[src/rtl/b40tc_pkg.sv]
// Shared types, constants and character mapping functions of the base-40 triplet codec.
package b40tc_pkg;

    localparam int unsigned RADIX = 40;

    localparam logic FUNC_ENCODE = 1'b0;
    localparam logic FUNC_DECODE = 1'b1;

    localparam logic [5:0] DIG_NUL        = 6'd0;
    localparam logic [5:0] DIG_ZERO       = 6'd1;
    localparam logic [5:0] DIG_NINE       = 6'd10;
    localparam logic [5:0] DIG_LETTER     = 6'd11;
    localparam logic [5:0] DIG_SPACE      = 6'd37;
    localparam logic [5:0] DIG_AT         = 6'd38;
    localparam logic [5:0] DIG_UNDERSCORE = 6'd39;

    localparam logic [7:0] CH_NUL        = 8'h00;
    localparam logic [7:0] CH_ZERO       = 8'h30;
    localparam logic [7:0] CH_NINE       = 8'h39;
    localparam logic [7:0] CH_LOWER_A    = 8'h61;
    localparam logic [7:0] CH_LOWER_Z    = 8'h7A;
    localparam logic [7:0] CH_UPPER_A    = 8'h41;
    localparam logic [7:0] CH_UPPER_Z    = 8'h5A;
    localparam logic [7:0] CH_SPACE      = 8'h20;
    localparam logic [7:0] CH_AT         = 8'h40;
    localparam logic [7:0] CH_UNDERSCORE = 8'h5F;

    // Reciprocal of five for a 13-bit dividend, scaled by 2^18.
    localparam logic [15:0] RECIP5_WIDE  = 16'd52429;
    localparam int unsigned RECIP5_SHIFT = 18;
    // Reciprocal of five for an 8-bit dividend, scaled by 2^10.
    localparam logic [7:0]  RECIP5_NARROW = 8'd205;
    localparam int unsigned RECIP5_NSHIFT = 10;

    typedef struct packed {
        logic       func;
        logic [7:0] first_char;
        logic [7:0] second_char;
        logic [7:0] third_char;
        logic [7:0] packed_high;
        logic [7:0] packed_low;
    } item_t;

    typedef struct packed {
        logic        func;
        logic        bad;
        logic [5:0]  dig_a;
        logic [5:0]  dig_b;
        logic [5:0]  dig_c;
        logic [10:0] quo;
    } stage1_t;

    typedef struct packed {
        logic        func;
        logic        bad;
        logic [5:0]  dig_a;
        logic [5:0]  dig_b;
        logic [5:0]  dig_c;
        logic [10:0] part;
    } stage2_t;

    typedef struct packed {
        logic       bad;
        logic [5:0] digit;
    } map_t;

    function automatic map_t byte_to_digit(input logic [7:0] c);
        map_t m;
        m.bad = 1'b0;
        priority if (c == CH_NUL)
            m.digit = DIG_NUL;
        else if (c >= CH_ZERO && c <= CH_NINE)
            m.digit = 6'(c - CH_ZERO) + DIG_ZERO;
        else if (c >= CH_LOWER_A && c <= CH_LOWER_Z)
            m.digit = 6'(c - CH_LOWER_A) + DIG_LETTER;
        else if (c >= CH_UPPER_A && c <= CH_UPPER_Z)
            m.digit = 6'(c - CH_UPPER_A) + DIG_LETTER;
        else if (c == CH_SPACE)
            m.digit = DIG_SPACE;
        else if (c == CH_AT)
            m.digit = DIG_AT;
        else if (c == CH_UNDERSCORE)
            m.digit = DIG_UNDERSCORE;
        else
        begin
            m.digit = DIG_UNDERSCORE;
            m.bad   = 1'b1;
        end
        return m;
    endfunction

    function automatic logic [7:0] digit_to_byte(input logic [5:0] d);
        logic [7:0] c;
        priority if (d == DIG_NUL)
            c = CH_NUL;
        else if (d <= DIG_NINE)
            c = {2'b00, d - DIG_ZERO} + CH_ZERO;
        else if (d == DIG_SPACE)
            c = CH_SPACE;
        else if (d == DIG_AT)
            c = CH_AT;
        else if (d == DIG_UNDERSCORE)
            c = CH_UNDERSCORE;
        else
            c = {2'b00, d - DIG_LETTER} + CH_LOWER_A;
        return c;
    endfunction

endpackage

[src/rtl/b40tc_map.sv]
// First pipeline stage: character to digit mapping and the low base-40 digit split.
module b40tc_map
    import b40tc_pkg::*;
(
    input  logic    clk,
    input  logic    rst_n,
    input  logic    in_valid,
    input  item_t   in_item,
    output logic    out_valid,
    output stage1_t out_data
);

    logic        valid_reg;
    stage1_t     data_reg;
    stage1_t     data_next;
    map_t        m1;
    map_t        m2;
    map_t        m3;
    logic [15:0] word;
    logic [12:0] w3;
    logic [28:0] prod;
    logic [10:0] q1;
    logic [13:0] q1x5;
    logic [2:0]  r5;

    always_comb
    begin
        m1   = byte_to_digit(in_item.first_char);
        m2   = byte_to_digit(in_item.second_char);
        m3   = byte_to_digit(in_item.third_char);
        word = {in_item.packed_high, in_item.packed_low};
        w3   = word[15:3];
        prod = 29'(w3) * 29'(RECIP5_WIDE);
        q1   = 11'(prod >> RECIP5_SHIFT);
        q1x5 = 14'(q1) * 14'd5;
        r5   = 3'(14'(w3) - q1x5);
        data_next.func = in_item.func;
        if (in_item.func == FUNC_ENCODE)
        begin
            data_next.bad   = m1.bad | m2.bad | m3.bad;
            data_next.dig_a = m1.digit;
            data_next.dig_b = m2.digit;
            data_next.dig_c = m3.digit;
            data_next.quo   = '0;
        end
        else
        begin
            data_next.bad   = 1'b0;
            data_next.dig_a = {r5, word[2:0]};
            data_next.dig_b = '0;
            data_next.dig_c = '0;
            data_next.quo   = q1;
        end
    end

    always_ff @(posedge clk or negedge rst_n)
    begin
        if (!rst_n)
            valid_reg <= 1'b0;
        else
            valid_reg <= in_valid;
    end

    always_ff @(posedge clk)
    begin
        if (in_valid)
            data_reg <= data_next;
    end

    assign out_valid = valid_reg;
    assign out_data  = data_reg;

endmodule

[src/rtl/b40tc_fold.sv]
// Second pipeline stage: partial word sum on encode, upper digit split on decode.
module b40tc_fold
    import b40tc_pkg::*;
(
    input  logic    clk,
    input  logic    rst_n,
    input  logic    in_valid,
    input  stage1_t in_data,
    output logic    out_valid,
    output stage2_t out_data
);

    logic        valid_reg;
    stage2_t     data_reg;
    stage2_t     data_next;
    logic [7:0]  y;
    logic [15:0] prod;
    logic [5:0]  q2;
    logic [8:0]  q2x5;
    logic [2:0]  r5;
    logic [5:0]  d3;

    always_comb
    begin
        y    = in_data.quo[10:3];
        prod = 16'(y) * 16'(RECIP5_NARROW);
        q2   = 6'(prod >> RECIP5_NSHIFT);
        q2x5 = 9'(q2) * 9'd5;
        r5   = 3'(9'(y) - q2x5);
        d3   = (q2 >= 6'(RADIX)) ? 6'(q2 - 6'(RADIX)) : q2;
        data_next.func = in_data.func;
        data_next.bad  = in_data.bad;
        data_next.dig_a = in_data.dig_a;
        if (in_data.func == FUNC_ENCODE)
        begin
            data_next.dig_b = in_data.dig_b;
            data_next.dig_c = in_data.dig_c;
            data_next.part  = 11'(in_data.dig_a) + (11'(in_data.dig_b) << 5)
                              + (11'(in_data.dig_b) << 3);
        end
        else
        begin
            data_next.dig_b = {r5, in_data.quo[2:0]};
            data_next.dig_c = d3;
            data_next.part  = '0;
        end
    end

    always_ff @(posedge clk or negedge rst_n)
    begin
        if (!rst_n)
            valid_reg <= 1'b0;
        else
            valid_reg <= in_valid;
    end

    always_ff @(posedge clk)
    begin
        if (in_valid)
            data_reg <= data_next;
    end

    assign out_valid = valid_reg;
    assign out_data  = data_reg;

endmodule

[src/rtl/b40tc_emit.sv]
// Third pipeline stage: final word sum or digit to character mapping, into the result register.
module b40tc_emit
    import b40tc_pkg::*;
(
    input  logic       clk,
    input  logic       rst_n,
    input  logic       in_valid,
    input  stage2_t    in_data,
    output logic       done,
    output logic [7:0] packed_high_out,
    output logic [7:0] packed_low_out,
    output logic [7:0] first_char_out,
    output logic [7:0] second_char_out,
    output logic [7:0] third_char_out,
    output logic       bad_char
);

    logic        done_reg;
    logic [15:0] word_reg;
    logic [15:0] word_next;
    logic [7:0]  c1_reg;
    logic [7:0]  c1_next;
    logic [7:0]  c2_reg;
    logic [7:0]  c2_next;
    logic [7:0]  c3_reg;
    logic [7:0]  c3_next;
    logic        bad_reg;
    logic [15:0] d3w;

    always_comb
    begin
        d3w = 16'(in_data.dig_c);
        if (in_data.func == FUNC_ENCODE)
        begin
            word_next = 16'(in_data.part) + (d3w << 10) + (d3w << 9) + (d3w << 6);
            c1_next   = '0;
            c2_next   = '0;
            c3_next   = '0;
        end
        else
        begin
            word_next = '0;
            c1_next   = digit_to_byte(in_data.dig_a);
            c2_next   = digit_to_byte(in_data.dig_b);
            c3_next   = digit_to_byte(in_data.dig_c);
        end
    end

    always_ff @(posedge clk or negedge rst_n)
    begin
        if (!rst_n)
            done_reg <= 1'b0;
        else
            done_reg <= in_valid;
    end

    always_ff @(posedge clk)
    begin
        if (in_valid)
        begin
            word_reg <= word_next;
            c1_reg   <= c1_next;
            c2_reg   <= c2_next;
            c3_reg   <= c3_next;
            bad_reg  <= in_data.bad;
        end
    end

    assign done            = done_reg;
    assign packed_high_out = word_reg[15:8];
    assign packed_low_out  = word_reg[7:0];
    assign first_char_out  = c1_reg;
    assign second_char_out = c2_reg;
    assign third_char_out  = c3_reg;
    assign bad_char        = bad_reg;

endmodule

[src/rtl/base40_triplet_codec_core.sv]
// Top level of the base-40 triplet codec: three-stage pipeline from command to result strobe.
//
//   Channel  | Handshake             | Payload
//   ---------+-----------------------+-------------------------------------------------
//   command  | start in, busy out    | func, first/second/third_char, packed_high/low
//   result   | done out (strobe)     | packed_high/low_out, first/second/third_char_out,
//            |                       | bad_char
//
// Each transfer yields one result, registered through the map, fold and emit stages; one command may be
// taken every cycle, so the throughput is one item per clock.
// The three register stages are: mapping and first divide by 40,
// second divide by 40 or partial sum, and final sum or character mapping.
// Reset clears the stage valid bits; busy stays low since the result side cannot stall.
module base40_triplet_codec_core
    import b40tc_pkg::*;
(
    input  logic       clk,
    input  logic       rst_n,
    input  logic       start,
    output logic       busy,
    input  logic       func,
    input  logic [7:0] first_char,
    input  logic [7:0] second_char,
    input  logic [7:0] third_char,
    input  logic [7:0] packed_high,
    input  logic [7:0] packed_low,
    output logic       done,
    output logic [7:0] packed_high_out,
    output logic [7:0] packed_low_out,
    output logic [7:0] first_char_out,
    output logic [7:0] second_char_out,
    output logic [7:0] third_char_out,
    output logic       bad_char
);

    item_t   item;
    logic    accept;
    logic    s1_valid;
    stage1_t s1_data;
    logic    s2_valid;
    stage2_t s2_data;

    assign busy   = 1'b0;
    assign accept = start && !busy;

    assign item.func        = func;
    assign item.first_char  = first_char;
    assign item.second_char = second_char;
    assign item.third_char  = third_char;
    assign item.packed_high = packed_high;
    assign item.packed_low  = packed_low;

    b40tc_map u_map
    (
        .clk       (clk),
        .rst_n     (rst_n),
        .in_valid  (accept),
        .in_item   (item),
        .out_valid (s1_valid),
        .out_data  (s1_data)
    );

    b40tc_fold u_fold
    (
        .clk       (clk),
        .rst_n     (rst_n),
        .in_valid  (s1_valid),
        .in_data   (s1_data),
        .out_valid (s2_valid),
        .out_data  (s2_data)
    );

    b40tc_emit u_emit
    (
        .clk             (clk),
        .rst_n           (rst_n),
        .in_valid        (s2_valid),
        .in_data         (s2_data),
        .done            (done),
        .packed_high_out (packed_high_out),
        .packed_low_out  (packed_low_out),
        .first_char_out  (first_char_out),
        .second_char_out (second_char_out),
        .third_char_out  (third_char_out),
        .bad_char        (bad_char)
    );

    a_accept_enters: assert property (@(posedge clk) disable iff (!rst_n)
        accept |=> s1_valid)
        else $error("accepted command did not enter the first stage");

    a_stage1_moves: assert property (@(posedge clk) disable iff (!rst_n)
        s1_valid |=> s2_valid)
        else $error("first stage item did not advance");

    a_stage2_moves: assert property (@(posedge clk) disable iff (!rst_n)
        s2_valid |=> done)
        else $error("second stage item did not produce a result");

    a_bad_is_encode: assert property (@(posedge clk) disable iff (!rst_n)
        done && bad_char |-> first_char_out == 8'h00 && second_char_out == 8'h00
                             && third_char_out == 8'h00)
        else $error("bad character flag raised on a decode result");

endmodule
[config.mk]
export PLATFORM = sky130hd
export DESIGN_NAME = base40_triplet_codec_core
export DESIGN_NICKNAME = d
export VERILOG_FILES = /design/src/rtl/b40tc_pkg.sv /design/src/rtl/b40tc_map.sv /design/src/rtl/b40tc_fold.sv /design/src/rtl/b40tc_emit.sv /design/src/rtl/base40_triplet_codec_core.sv
export SDC_FILE = /design/constraint.sdc
export NUM_CORES = 1
export LEC_CHECK = 0
export BUFFER_PORTS_ARGS = -buffer_cell sky130_fd_sc_hd__clkbuf_2
export CAP_MARGIN = 20
export CELL_PAD_IN_SITES_DETAIL_PLACEMENT = 0
export CELL_PAD_IN_SITES_GLOBAL_PLACEMENT = 1
export CORE_MARGIN = 5
export CORE_UTILIZATION = 44
export CTS_CLUSTER_SIZE = 25
export DETAILED_ROUTE_END_ITERATION = 10
export PLACE_DENSITY = 0.81
export SYNTH_ARGS = -nofsm -noshare
export SYNTH_HDL_FRONTEND = slang
export SYNTH_SLANG_ARGS = --single-unit
[constraint.sdc]
create_clock -name clk -period 4.45 [get_ports clk]
set_input_delay 0.2225 -clock clk [delete_from_list [all_inputs] [get_ports clk]]
set_output_delay 0.2225 -clock clk [all_outputs]
set_load 0.02 [all_outputs]
==> run summary <==
Clock latency reported for the late side of the worst-skew pair -> 0.35 ns
R2R Path End -> u_fold.out_data[22]$_DFFE_PP_
DRC viols -> 0
Number of core rows -> 59
Worst min-delay path category -> in -> reg
Proportion of synthesized flip-flops having asynchronous set or reset -> 0.0283
Slowest library cell on the worst path -> sky130_fd_sc_hd__fa_2
Final ANT Viol Nets -> 0
Violation count after the first detailed-routing iteration -> 401
Number of buffers on the longest clock path -> 2
Total via count after detailed routing -> 8449
Cell chain of the critical path -> clkbuf_8 > inv_2 > ha_4 > fa_1 > inv_2 > fa_2 > inv_2 > fa_1 > fa_1 > inv_2 > ha_4 > a211o_1 > o211ai_1 > a21o_1 > o21ai_2 > xor2_2 > ha_2 > inv_2 > fa_2 > xnor2_2 > xnor2_1 > nor3_1 > a211o_1
Vias in the first global route -> 8640
Floorplan Core Area -> 25800 um^2
Chip width -> 171 um
Half-perimeter wire length after detailed placement -> 19800 um
Worst rel slew slack -> 0.296
Final Routed Wirelength -> 24200 um
Final Skew -> 0.00751 ns
Combined global-route utilization of all metal layers -> 0.167
Origin of the worst setup path -> packed_high[6]
Wire per inst -> 14.6 um
Primary FF master, synth -> sky130_fd_sc_hd__edfxtp_1
Setup repair after global routing missed its margin -> yes
Failing checks -> negative setup slack
Initial cell density of the core -> 0.443
Synth Warn # -> 0
Clock Sinks -> 106
Number of max-cap violations -> 0
H-Tree Level Count -> 3
Final weighted congestion in routability-driven placement -> 0.894
Synth-to-layout area growth -> 20.2%
Result of the run -> finished, violations left
Crit path required time -> 4.55 ns
Clock buffer count from CTS -> 9
Height of the chip -> 171 um
Number of placed I/O pins -> 87
Final worst slack -> -0.530 ns
Worst reg2reg path startpoint -> u_map.out_data[9]$_SDFFCE_PN0P_
Sequential-to-total area share from yosys stat -> 0.277
CTS tree -> done
Drt via density -> 5.09
Cells on worst reg2reg path -> 20
Initial antenna violation count -> 5
Drt pass-1 iters -> 5
#FFs+latches synth -> 106
Reg2reg setup slack -> -0.37 ns
Buffer type at the clock tree root -> sky130_fd_sc_hd__clkbuf_16
Pre-CTS WS -> -0.982 ns
Dominant cell type by count on the critical path -> sky130_fd_sc_hd__inv_2
Largest incremental delay on the critical path -> 0.56 ns
PortBufs -> 85
Syn Std Cell Area -> 11400 um^2
Wire length of the first global-routing pass -> 40100 um
Worst setup path class -> in -> reg
Count of flip-flops with a built-in enable after synthesis -> 103
Total Nets Final -> 1646
Synthesized area per cell -> 9.94 um^2
Post-layout min period -> 4.98 ns
Actual slew at the worst max-slew pin -> 1.06 ns
Crit share post-route -> 1.12
Pin count of the biggest net entering global routing -> 43
Number of setup violations in the final report -> 8
Total of fill cells in the finished design -> 2329
Net count after synthesis -> 1478
Critical path endpoint category -> flip-flop
Area enclosed by the die boundary -> 29300 um^2
Fin. max-slew vios -> 0
Layout cell share with drive strength beyond 1 -> 0.224
Timing-limited maximum frequency -> 0.201 GHz
Worst path arrival time -> 5.08 ns
CP Launch Type -> input pin
Hold Violations, Final -> 0
Clock Pin Slew Worst Setup and Hold Paths -> 0.07 ns
Synthesized instance count -> 1151
Number of distinct standard cells referenced by the synthesized netlist -> 73
Remaining global-route overflow -> 0
Critical path capture point -> u_map.out_data[28]$_DFFE_PP_
Top fanout value on the critical path -> 4
## critical path: cells and delay by family
family | cells | cell delay, ns
AND/OR/NAND/NOR | 1 | 0.07
AO/OA/AOI/OAI | 5 | 0.87
adder cells (fa/ha/maj) | 8 | 2.98
buffers and inverters | 6 | 0.37
XOR/XNOR | 3 | 0.58
## routing by layer
metal	routed length, um	part of all wire	track usage
met3	1070	0.044	0.0296
met5	74	0.0031	0
met1	10400	0.43	0.202
met4	493	0.020	0.0479
met2	12200	0.50	0.303
## logic make-up (layout without fill, tap and decap cells)
kind of cell | Yosys count | in the layout | share of synthesized area
AOI/OAI and AO/OA | 206 | 206 | 0.118
xor gates and xnor gates | 72 | 72 | 0.0551
adders and majority gates | 283 | 283 | 0.354
buffers and inverters | 196 | 369 | 0.0650
DFF | 106 | 106 | 0.277
muxes | 13 | 13 | 0.0121
other | 1 | 2 | 0.000328
and+or+nand+nor | 274 | 274 | 0.118
## through the flow
step	utilization	setup TNS [ns]	area [um^2]	std cells	hold slack, ns
2_1_floorplan	-	-1.52	11600	1151	-0.0731
3_3_place_gp	0.503	-5.60	13000	1633	0.0323
3_5_place_dp	0.503	-6.81	13000	1633	0.0339
4_1_cts	0.523	-1.91	13500	1656	0.201
5_1_grt	0.532	-3.80	13700	1660	0.206
6_report	0.532	-1.70	13700	1660	0.209
## synthesized netlist by cell type, types with 7 or more instances
cell type                    n  area (um^2)
sky130_fd_sc_hd__clkbuf_1   21         78.8
sky130_fd_sc_hd__nand2_1    56          210
sky130_fd_sc_hd__xor2_1     28          245
sky130_fd_sc_hd__nand4_1     8         50.1
sky130_fd_sc_hd__a31oi_1     7         43.8
sky130_fd_sc_hd__and3_1      9         56.3
sky130_fd_sc_hd__nor3_1     20          100
sky130_fd_sc_hd__xnor2_1    44          385
sky130_fd_sc_hd__nor2b_1    25          156
sky130_fd_sc_hd__a211oi_1    7         52.6
sky130_fd_sc_hd__nor3b_1     8         60.1
sky130_fd_sc_hd__mux2_2      7         78.8
sky130_fd_sc_hd__edfxtp_1  103         3090
sky130_fd_sc_hd__inv_1     167          627
sky130_fd_sc_hd__fa_1       68         1360
sky130_fd_sc_hd__nand3_1    20          100
sky130_fd_sc_hd__and2_1      7         43.8
sky130_fd_sc_hd__a21oi_1    66          330
sky130_fd_sc_hd__a21o_1     16          120
sky130_fd_sc_hd__nor2_1     88          330
sky130_fd_sc_hd__o21ai_0    40          200
sky130_fd_sc_hd__ha_1      215         2690
## cells in the final DEF, fill, tap and decap left out, types with 5 or more instances in the layout
| cell type | count |
|---|---|
| sky130_fd_sc_hd__a211o_1 | 6 |
| sky130_fd_sc_hd__a211oi_1 | 6 |
| sky130_fd_sc_hd__a21o_1 | 16 |
| sky130_fd_sc_hd__a21oi_1 | 59 |
| sky130_fd_sc_hd__a31oi_1 | 7 |
| sky130_fd_sc_hd__and2_1 | 7 |
| sky130_fd_sc_hd__and3_1 | 8 |
| sky130_fd_sc_hd__buf_4 | 95 |
| sky130_fd_sc_hd__clkbuf_16 | 9 |
| sky130_fd_sc_hd__clkbuf_2 | 81 |
| sky130_fd_sc_hd__edfxtp_1 | 103 |
| sky130_fd_sc_hd__fa_1 | 61 |
| sky130_fd_sc_hd__fa_2 | 7 |
| sky130_fd_sc_hd__ha_1 | 199 |
| sky130_fd_sc_hd__ha_4 | 13 |
| sky130_fd_sc_hd__inv_1 | 150 |
| sky130_fd_sc_hd__inv_2 | 17 |
| sky130_fd_sc_hd__mux2_2 | 6 |
| sky130_fd_sc_hd__mux2i_1 | 5 |
| sky130_fd_sc_hd__nand2_1 | 56 |
| sky130_fd_sc_hd__nand3_1 | 18 |
| sky130_fd_sc_hd__nand4_1 | 8 |
| sky130_fd_sc_hd__nor2_1 | 87 |
| sky130_fd_sc_hd__nor2b_1 | 25 |
| sky130_fd_sc_hd__nor3_1 | 18 |
| sky130_fd_sc_hd__nor3b_1 | 7 |
| sky130_fd_sc_hd__o21ai_0 | 32 |
| sky130_fd_sc_hd__o21ai_1 | 6 |
| sky130_fd_sc_hd__or2_2 | 5 |
| sky130_fd_sc_hd__xnor2_1 | 36 |
| sky130_fd_sc_hd__xnor2_2 | 5 |
| sky130_fd_sc_hd__xor2_1 | 24 |
## repair_timing
item	4_1_cts	5_1_grt
hold endpoints to repair	3	0
pin swaps	32	18
setup endpoints to repair	12	19
gates resized for setup	40	36
hold buffers	1	0
setup buffers	6	3
## how the worst min path moves through the flow
stage                        from                           end  slack (ns)  cells past startpoint
finish              packed_low[0]  u_map.out_data[23]$_DFFE_PP_        0.21                      2
global route        packed_low[0]  u_map.out_data[23]$_DFFE_PP_        0.21                      2
CTS                 packed_low[1]  u_map.out_data[24]$_DFFE_PP_        0.20                      3
detailed placement          rst_n         u_emit.done$_DFF_PN0_        0.03                      1
global placement            rst_n         u_emit.done$_DFF_PN0_        0.03                      1
floorplan                   rst_n         u_emit.done$_DFF_PN0_       -0.07                      0
## area by class of cell
type | instances | area, um^2 | share of cell area
Antenna cell | 1 | 2.50 | 0.000182
Clock buffer | 11 | 233 | 0.0169
Clock inverter | 5 | 40.0 | 0.00291
Inverter | 168 | 631 | 0.0459
Multi-Input combinational cell | 849 | 8010 | 0.582
Sequential cell | 106 | 3170 | 0.230
Tap cell | 335 | 419 | 0.0305
Timing Repair Buffer | 185 | 1250 | 0.0907
Power is left out: the tool's default activity adds up to more than one toggle a clock period on the data nets, which glitch-free logic cannot reach.
